--- src/hdl/psat_pkg.sv ---
// Shared types, constants and codes for the priority share table.
package psat_pkg;

  localparam int MAX_TASKS_DEF = 16;
  localparam int MAX_RESULTS   = 16;
  localparam int RES_CNT_W     = 5;

  localparam int ID_W       = 22;
  localparam int PRIO_W     = 8;
  localparam int SHARE_W    = 8;
  localparam int TIME_W     = 32;
  localparam int INTERVAL_W = 16;
  localparam int APB_DATA_W = 32;
  localparam int APB_ADDR_W = 4;

  localparam logic [PRIO_W-1:0]     THRESHOLD_RST = 8'd3;
  localparam logic [SHARE_W-1:0]    SHARE_MAX_RST = 8'd100;
  localparam logic [SHARE_W-1:0]    STEP_RST      = 8'd1;
  localparam logic [INTERVAL_W-1:0] INTERVAL_RST  = 16'd1;

  typedef enum logic [1:0] {
    MODE_INSERT = 2'd0,
    MODE_MISS   = 2'd1,
    MODE_PASS   = 2'd2,
    MODE_NONE   = 2'd3
  } mode_t;

  typedef enum logic [1:0] {
    REG_THRESHOLD = 2'd0,
    REG_SHARE_MAX = 2'd1,
    REG_STEP      = 2'd2,
    REG_INTERVAL  = 2'd3
  } reg_idx_t;

  typedef enum logic {
    ST_IDLE = 1'b0,
    ST_WALK = 1'b1
  } state_t;

  typedef struct packed {
    logic [PRIO_W-1:0]     threshold;
    logic [SHARE_W-1:0]    share_max;
    logic [SHARE_W-1:0]    step;
    logic [INTERVAL_W-1:0] min_interval;
  } cfg_t;

  typedef struct packed {
    logic [ID_W-1:0]    id;
    logic [PRIO_W-1:0]  prio;
    logic [SHARE_W-1:0] share;
    logic [TIME_W-1:0]  halve_time;
    logic [TIME_W-1:0]  raise_time;
    logic               halve_seen;
    logic               raise_seen;
  } entry_t;

endpackage

--- src/hdl/psat_entry_mem.sv ---
// Task table storage: one write port, one registered read port.
module psat_entry_mem #(
  parameter int DEPTH = psat_pkg::MAX_TASKS_DEF,
  parameter int IDX_W = $clog2(DEPTH)
) (
  input  logic              clk,
  input  logic              wr_en,
  input  logic [IDX_W-1:0]  wr_addr,
  input  psat_pkg::entry_t  wr_data,
  input  logic              rd_en,
  input  logic [IDX_W-1:0]  rd_addr,
  output psat_pkg::entry_t  rd_data
);
  import psat_pkg::*;

  entry_t mem [DEPTH];

  always_ff @(posedge clk) begin
    if (wr_en) begin
      mem[wr_addr] <= wr_data;
    end
  end

  always_ff @(posedge clk) begin
    if (rd_en) begin
      rd_data <= mem[rd_addr];
    end
  end

endmodule

--- src/hdl/psat_update.sv ---
// Per-entry update unit: eligibility, interval check, halve or clamped raise.
module psat_update (
  input  psat_pkg::cfg_t                  cfg,
  input  psat_pkg::entry_t                entry_in,
  input  logic                            is_miss,
  input  logic [psat_pkg::TIME_W-1:0]     now,
  output logic                            apply,
  output psat_pkg::entry_t                entry_out
);
  import psat_pkg::*;

  logic [TIME_W-1:0]  then_time;
  logic               seen;
  logic [TIME_W-1:0]  elapsed;
  logic               interval_ok;
  logic               eligible;
  logic [SHARE_W:0]   raised;
  logic [SHARE_W-1:0] raised_clamped;

  always_comb begin
    then_time = is_miss ? entry_in.halve_time : entry_in.raise_time;
    seen      = is_miss ? entry_in.halve_seen : entry_in.raise_seen;
    // time going backwards counts as no time elapsed
    elapsed     = (now >= then_time) ? (now - then_time) : '0;
    interval_ok = !seen || (elapsed >= TIME_W'(cfg.min_interval));
    eligible    = entry_in.prio > cfg.threshold;
    apply       = eligible && interval_ok;

    raised = {1'b0, entry_in.share} + {1'b0, cfg.step};
    raised_clamped = (raised > {1'b0, cfg.share_max}) ? cfg.share_max
                                                      : raised[SHARE_W-1:0];

    entry_out = entry_in;
    if (is_miss) begin
      entry_out.share      = entry_in.share >> 1;
      entry_out.halve_time = now;
      entry_out.halve_seen = 1'b1;
    end else begin
      entry_out.share      = raised_clamped;
      entry_out.raise_time = now;
      entry_out.raise_seen = 1'b1;
    end
  end

endmodule

--- src/hdl/priority_share_aimd_table.sv ---
// Top level of the priority share table with AIMD share control.
//
// Keeps up to MAX_TASKS tasks in insertion order in a single-port-write,
// registered-read table. An insert (mode 0) is written in the cycle it is
// accepted and busy stays low; a full table drops it. A miss (mode 1) or pass
// (mode 2) walks the table from entry 0, one entry per cycle through one
// shared update unit: the first entry whose id matches is the reporting task,
// and each later entry with priority above priority_threshold, up to the
// result limit, is halved (miss) or raised by increase_step up to share_max
// (pass), each kind of change rate-limited per task by min_interval_sec. An
// event holds busy until every entry has been read and its registered data
// has passed through the update unit.
// Each applied change leaves as one item on result_strobe, changed_id,
// new_share, was_halved and last, held for exactly one cycle; the receiver
// cannot stall, so items must be taken when strobed. Items of one event come
// out in table order, at most 16, and last marks the final one. Since last is
// only known once the next change is found or the walk ends, each item is
// held back until then. Mode 3 and events with unknown ids give no items.
// Configuration goes through the APB port at byte addresses 0, 4, 8, 12 and
// is to be written only while the block is idle.
module priority_share_aimd_table #(
  parameter int MAX_TASKS = psat_pkg::MAX_TASKS_DEF
) (
  input  logic                                 clk,
  input  logic                                 rst,
  // command side
  input  logic                                 start,
  output logic                                 busy,
  input  logic [1:0]                           mode,
  input  logic [psat_pkg::ID_W-1:0]            task_id,
  input  logic [psat_pkg::PRIO_W-1:0]          priority_in,
  input  logic [psat_pkg::TIME_W-1:0]          now_sec,
  // result side
  output logic                                 result_strobe,
  output logic [psat_pkg::ID_W-1:0]            changed_id,
  output logic [psat_pkg::SHARE_W-1:0]         new_share,
  output logic                                 was_halved,
  output logic                                 last,
  // configuration
  input  logic                                 psel,
  input  logic                                 penable,
  input  logic                                 pwrite,
  input  logic [psat_pkg::APB_ADDR_W-1:0]      paddr,
  input  logic [psat_pkg::APB_DATA_W-1:0]      pwdata,
  output logic [psat_pkg::APB_DATA_W-1:0]      prdata,
  output logic                                 pready
);
  import psat_pkg::*;

  localparam int IDX_W = (MAX_TASKS > 1) ? $clog2(MAX_TASKS) : 1;
  localparam int CNT_W = $clog2(MAX_TASKS + 1);
  localparam logic [CNT_W-1:0]     FULL_COUNT = CNT_W'(MAX_TASKS);
  localparam logic [RES_CNT_W-1:0] RES_LIMIT  = RES_CNT_W'(MAX_RESULTS);

  // configuration registers
  cfg_t     cfg;
  reg_idx_t reg_idx;
  logic     cfg_wr;

  // control state
  state_t             state, state_next;
  logic [CNT_W-1:0]   entry_count;
  logic [CNT_W-1:0]   issue_idx;     // next entry to read
  logic               data_vld;      // rd_data holds entry data_idx
  logic [IDX_W-1:0]   data_idx;
  logic               found;
  logic [RES_CNT_W-1:0] res_n;

  // latched event
  logic               ev_miss;
  logic [ID_W-1:0]    ev_id;
  logic [TIME_W-1:0]  ev_now;

  // held-back item
  logic               pend_vld;
  logic [ID_W-1:0]    pend_id;
  logic [SHARE_W-1:0] pend_share;

  // table and update unit
  logic               wr_en;
  logic [IDX_W-1:0]   wr_addr;
  entry_t             wr_data;
  logic               rd_en;
  entry_t             rd_data;
  entry_t             new_entry;
  logic               upd_apply;
  entry_t             upd_entry;

  logic accept, is_insert, is_event, issue_done, walk_end, match, do_apply;

  assign pready  = 1'b1;
  assign reg_idx = reg_idx_t'(paddr[3:2]);
  assign cfg_wr  = psel && penable && pwrite && pready;

  always_ff @(posedge clk) begin
    if (rst) begin
      cfg.threshold    <= THRESHOLD_RST;
      cfg.share_max    <= SHARE_MAX_RST;
      cfg.step         <= STEP_RST;
      cfg.min_interval <= INTERVAL_RST;
    end else if (cfg_wr) begin
      unique case (reg_idx)
        REG_THRESHOLD: cfg.threshold    <= pwdata[PRIO_W-1:0];
        REG_SHARE_MAX: cfg.share_max    <= pwdata[SHARE_W-1:0];
        REG_STEP:      cfg.step         <= pwdata[SHARE_W-1:0];
        REG_INTERVAL:  cfg.min_interval <= pwdata[INTERVAL_W-1:0];
      endcase
    end
  end

  always_comb begin
    unique case (reg_idx)
      REG_THRESHOLD: prdata = APB_DATA_W'(cfg.threshold);
      REG_SHARE_MAX: prdata = APB_DATA_W'(cfg.share_max);
      REG_STEP:      prdata = APB_DATA_W'(cfg.step);
      REG_INTERVAL:  prdata = APB_DATA_W'(cfg.min_interval);
    endcase
  end

  // FSM outputs
  always_comb begin
    busy       = (state != ST_IDLE);
    issue_done = (issue_idx == entry_count);
    rd_en      = (state == ST_WALK) && !issue_done;
    walk_end   = (state == ST_WALK) && issue_done && !data_vld;
  end

  assign accept    = start && !busy;
  assign is_insert = (mode_t'(mode) == MODE_INSERT);
  assign is_event  = (mode_t'(mode) == MODE_MISS) || (mode_t'(mode) == MODE_PASS);

  // FSM next state
  always_comb begin
    state_next = state;
    unique case (state)
      ST_IDLE: if (accept && is_event) state_next = ST_WALK;
      ST_WALK: if (walk_end) state_next = ST_IDLE;
    endcase
  end

  always_ff @(posedge clk) begin
    if (rst) begin
      state <= ST_IDLE;
    end else begin
      state <= state_next;
    end
  end

  // walk datapath
  assign match    = data_vld && !found && (rd_data.id == ev_id);
  assign do_apply = data_vld && found && upd_apply && (res_n < RES_LIMIT);

  always_comb begin
    new_entry.id         = task_id;
    new_entry.prio       = priority_in;
    new_entry.share      = cfg.share_max;
    new_entry.halve_time = '0;
    new_entry.raise_time = '0;
    new_entry.halve_seen = 1'b0;
    new_entry.raise_seen = 1'b0;
    if (do_apply) begin
      wr_en   = 1'b1;
      wr_addr = data_idx;
      wr_data = upd_entry;
    end else begin
      wr_en   = accept && is_insert && (entry_count < FULL_COUNT);
      wr_addr = entry_count[IDX_W-1:0];
      wr_data = new_entry;
    end
  end

  psat_entry_mem #(
    .DEPTH (MAX_TASKS),
    .IDX_W (IDX_W)
  ) u_mem (
    .clk     (clk),
    .wr_en   (wr_en),
    .wr_addr (wr_addr),
    .wr_data (wr_data),
    .rd_en   (rd_en),
    .rd_addr (issue_idx[IDX_W-1:0]),
    .rd_data (rd_data)
  );

  psat_update u_update (
    .cfg       (cfg),
    .entry_in  (rd_data),
    .is_miss   (ev_miss),
    .now       (ev_now),
    .apply     (upd_apply),
    .entry_out (upd_entry)
  );

  always_ff @(posedge clk) begin
    if (rst) begin
      entry_count <= '0;
      issue_idx   <= '0;
      data_vld    <= 1'b0;
      found       <= 1'b0;
      res_n       <= '0;
      pend_vld    <= 1'b0;
    end else begin
      if (wr_en && !do_apply) begin
        entry_count <= entry_count + 1'b1;
      end
      data_vld <= rd_en;
      if (accept && is_event) begin
        issue_idx <= '0;
        found     <= 1'b0;
        res_n     <= '0;
        pend_vld  <= 1'b0;
      end else begin
        if (rd_en) begin
          issue_idx <= issue_idx + 1'b1;
        end
        if (match) begin
          found <= 1'b1;
        end
        if (do_apply) begin
          res_n    <= res_n + 1'b1;
          pend_vld <= 1'b1;
        end else if (walk_end) begin
          pend_vld <= 1'b0;
        end
      end
    end
  end

  always_ff @(posedge clk) begin
    if (accept && is_event) begin
      ev_miss <= (mode_t'(mode) == MODE_MISS);
      ev_id   <= task_id;
      ev_now  <= now_sec;
    end
    if (rd_en) begin
      data_idx <= issue_idx[IDX_W-1:0];
    end
    if (do_apply) begin
      pend_id    <= upd_entry.id;
      pend_share <= upd_entry.share;
    end
  end

  // result items: the held item leaves when the next change appears or the
  // walk finishes, in which case it is the last one
  always_ff @(posedge clk) begin
    if (rst) begin
      result_strobe <= 1'b0;
    end else begin
      result_strobe <= pend_vld && (do_apply || walk_end);
    end
  end

  always_ff @(posedge clk) begin
    if (pend_vld && (do_apply || walk_end)) begin
      changed_id <= pend_id;
      new_share  <= pend_share;
      was_halved <= ev_miss;
      last       <= walk_end;
    end
  end

`ifndef SYNTHESIS
  a_count_bound: assert property (@(posedge clk) disable iff (rst)
    entry_count <= FULL_COUNT)
    else $error("entry count beyond table depth");

  a_full_drop: assert property (@(posedge clk) disable iff (rst)
    (accept && is_insert && entry_count == FULL_COUNT) |=> entry_count == FULL_COUNT)
    else $error("insert into full table changed count");

  a_result_in_walk: assert property (@(posedge clk) disable iff (rst)
    result_strobe |-> $past(state == ST_WALK))
    else $error("result outside an event walk");

  a_result_limit: assert property (@(posedge clk) disable iff (rst)
    res_n <= RES_LIMIT)
    else $error("too many results for one event");

  a_last_ends_walk: assert property (@(posedge clk) disable iff (rst)
    (result_strobe && last) |-> state == ST_IDLE)
    else $error("last item while walk still running");
`endif

endmodule
--- config.mk ---
export PLATFORM = sky130hd
export DESIGN_NAME = priority_share_aimd_table
export DESIGN_NICKNAME = d
export VERILOG_FILES = /design/src/hdl/psat_pkg.sv /design/src/hdl/psat_entry_mem.sv /design/src/hdl/psat_update.sv /design/src/hdl/priority_share_aimd_table.sv
export SDC_FILE = /design/constraint.sdc
export NUM_CORES = 2
export LEC_CHECK = 0
export BUFFER_PORTS_ARGS = -buffer_cell sky130_fd_sc_hd__buf_4
export CORE_ASPECT_RATIO = 2
export CORE_MARGIN = 1.5
export CORE_UTILIZATION = 55
export DETAILED_ROUTE_END_ITERATION = 10
export PLACE_DENSITY = 0.81
export SLEW_MARGIN = 20
export SYNTH_ARGS = -nofsm -noshare
export SYNTH_HDL_FRONTEND = slang
export SYNTH_SLANG_ARGS = --single-unit
--- constraint.sdc ---
create_clock -name clk -period 11.2 [get_ports clk]
set_input_delay 2.24 -clock clk [delete_from_list [all_inputs] [get_ports clk]]
set_output_delay 2.24 -clock clk [all_outputs]
set_load 0.02 [all_outputs]
==> flow_summary.toml <==
[worst_setup_path]
r2r-start = "ev_miss"
crit_required_ns = 11.65
path_depth = 23
critPathKind = "flip-flop to flip-flop"
startpoint = "ev_miss"
slowest_stage = "a2111oi_1"
cp-end-kind = "flip-flop"
critical_path.max_fanout = 42
reg2reg_depth = 23
arrival_ns = 10.26
cp_num_buf_inv = 4
r2r_end = "u_mem.mem[4][85]"
rrSetupSlack_ns = 1.40
setup.worst_path.end = "u_mem.mem[4][85]"
startpoint_type = "flip-flop"
cp_top_family = "compound AO/OA/AOI/OAI gates"
cp_slowest_stage_delay_ns = 0.88
crit_chain = "buf_12, buf_12, mux2i_1, ha_1, a21o_1, a21o_1, a311o_1, and2_1, nor3_2, nor2_1, ha_1, a41oi_1, o211ai_1, a21oi_1, o21ai_0, a2111oi_1, buf_4, o2111ai_1, a2111o_1, or3_1, nand2_8, buf_4, mux2_1"

[final_layout]
instances_no_fill = 5832
area_growth_pct = 11.42
final_area_sq_um = 86440
drive_above_1_share_pct = 25.26
n_fill_cell = 9011
layout_commonest_cell = "edfxtp_1"
final_cell_mix = "1889 x edfxtp_1, 528 x mux4_2, 170 x clkbuf_16"
layout.nets = 4031
postLayoutCoreUtil_pct = 61.82

[synth]
ys_warn_count = 0
synthArstFlopShare_pct = 0
ys_ff_latch = 1949
synth_edf_count = 1889
synthCells = 3668
netlist_area_sq_um = 77580
ys.flop_type = "edfxtp_1"
synth.avg_cell_area_sq_um = 21.15
ys_types = 71
synth_seq_area_share_pct = 74.66

[sta]
worstMarginPinSlew_ns = 1.212
fmax_ghz = 0.1020
period_minus_slack_ns = 9.805
skew_ns = 0.06050
whs_ns = 0.4224
setup-violations-final = 0
fin_tns_setup_ns = 0
fin_crit_sh_pct = 87.54
rsz0062_at_grt = "false"
hold_viol = 0
finalMaxSlewViolations = 0
slew_headroom_pct = 19.17

[die]
dieArea_sq_um = 143500
rows = 194
io_pins = 173
die_w_microns = 268.6
core_sq_um = 139800
die_y_microns = 534.1
start_util_pct = 55.49

[global_routing]
antenna_found_initial = 3
grt_overflow = 0
grt_pass1_vias = 40350
grt_max_degree = 175
grt_usage_pct = 27.25
grt_pass1_wl_microns = 278500

[route]
ant_nets = 0
routedWlPerCell_microns = 33.06
drc = 0
drtIter0Drc = 5076
via_count = 39160
drt-total-wl_microns = 192800
dr.pass1.iters = 9
vias_per_cell = 6.715

[cts]
post_cts_buffers = 0
htree_num_levels = 4
cts_root_buffer = "clkbuf_16"
cts.sinks = 1949
cts_made_buffers = 166
ctsResizeCount = 0
postCtsHoldBufs = 0
cts_tree = "built"
insertion_delay_ns = 0.84
cts.clk_slew.worst_paths_ns = 0.07
cts.path.max_buffers = 4

[pwr]
power_leakage_nw = 26.63
pwr_density_cell_nw_per_um2 = 165.1
vdd_drop_max_uv = 127.4

[placed_design]
dp_hpwl_microns = 92060
dp.cells = 5540
gp_congestion = 0.9628
io_buffers = 137
place_area_sq_um = 81100

[job]
drv_cap = 0

[status]
status = "finished clean"

[min_path]
min_path_type = "flip-flop to flip-flop"
state kept, by name, summed over array words and instances (netlist names):
register	count
res_n	5
new_share	8
entry_count	5
data_vld	1
was_halved	1
ev_miss	1
result_strobe	1
pend_vld	1
changed_id	22
u_mem.mem	1664
u_mem.rd_data	104
pend_share	8
ev_id	22
last	1
pend_id	22
busy	1
ev_now	32
found	1
data_idx	4
issue_idx	5
cfg	40
worst min path at each step:
stage                           start              to  slack (ns)  cells past startpoint
after floorplan            pend_id[0]   changed_id[0]        0.40                      0
after global routing       pend_id[0]   changed_id[0]        0.43                      0
after CTS                  pend_id[0]   changed_id[0]        0.41                      0
final                      pend_id[0]   changed_id[0]        0.42                      0
after global placement    pend_id[13]  changed_id[13]        0.40                      0
after detailed placement   pend_id[0]   changed_id[0]        0.40                      0
worst reg2reg max path: cells and delay by family (launching register included):
kind	cells	cell delay [ns]
and+or+nand+nor	5	2.34
adders and majority gates	2	0.77
muxes	2	1.03
AOI/OAI and AO/OA	10	3.12
buffers and inverters	4	1.79
DFF	1	0.39
where the power goes:
group	internal, mW	total, mW	switching, mW
Clock	3.23	5.84	2.61
Combinational	0.173	0.447	0.274
Sequential	7.95	7.98	0.0336
cells in the mapped netlist, drive strengths merged, types with 3 or more instances:
library cell	instances	area, sq um
edfxtp	1889	56720
mux4	528	11890
nor2	151	566.8
mux2i	148	1481
nand2	119	462.9
clkbuf	115	431.7
buf	85	494.2
ha	77	963.4
a21oi	74	377.9
dfxtp	60	1201
inv	52	195.2
o21ai	45	225.2
mux2	41	461.7
xnor2	34	297.8
nand4	25	156.4
nand3	23	115.1
xor2	22	192.7
a21o	21	157.7
nor2b	16	100.1
nor3	16	80.08
nand2b	10	62.56
and3	9	56.30
a211oi	8	70.06
o211ai	8	60.06
a31oi	6	37.54
and2	5	31.28
and4	5	43.79
o21a	5	37.54
o21bai	5	37.54
or3	5	31.28
a221oi	4	58.81
nor4	4	25.02
or2	4	25.02
a21boi	3	22.52
a311oi	3	26.28
nand3b	3	22.52
nor3b	3	22.52
o2111ai	3	26.28
or4	3	22.52
per-stage QoR:
| step | power (mW) | worst slack (ns) |
|---|---|---|
| finish | 14.27 | 1.395 |
| global route | 14.59 | 1.281 |
| CTS | 14.31 | 1.691 |
| detailed placement | 8.572 | 1.882 |
| global placement | 8.560 | 1.934 |
| floorplan | 8.418 | -1.162 |
cell families after synthesis:
| logic type | synth area share, % |
|---|---|
| XOR/XNOR | 0.6322 |
| AO/OA/AOI/OAI | 1.702 |
| AND/OR/NAND/NOR | 2.421 |
| adder cells (fa/ha/maj) | 1.293 |
| multiplexers | 17.83 |
| buffers and inverters | 1.445 |
| other | 0.009680 |
| flip-flops | 74.66 |
layer usage:
layer | global-route usage (%) | up-vias | share of wire, %
met3 | 4.034 | 517 | 8.6
met1 | 34.63 | 20510 | 35
met2 | 46.45 | 2663 | 52
li1 | - | 15480 | -
met4 | 12.37 | 0 | 4.7
met5 | 0 | - | 0
final cells by class:
class / count / area, sq um / share of cell area, %
antenna: 3 / 7.507 / 0.008685
clock buffer: 196 / 4362 / 5.046
clock inverter: 93 / 968.4 / 1.120
inverter: 52 / 195.2 / 0.2258
multi-input combinational: 1482 / 18810 / 21.76
sequential: 1949 / 57940 / 67.03
tap: 1862 / 2330 / 2.695
timing repair buffer: 195 / 1827 / 2.113
Note: power is estimated with default switching activity, not from simulation.
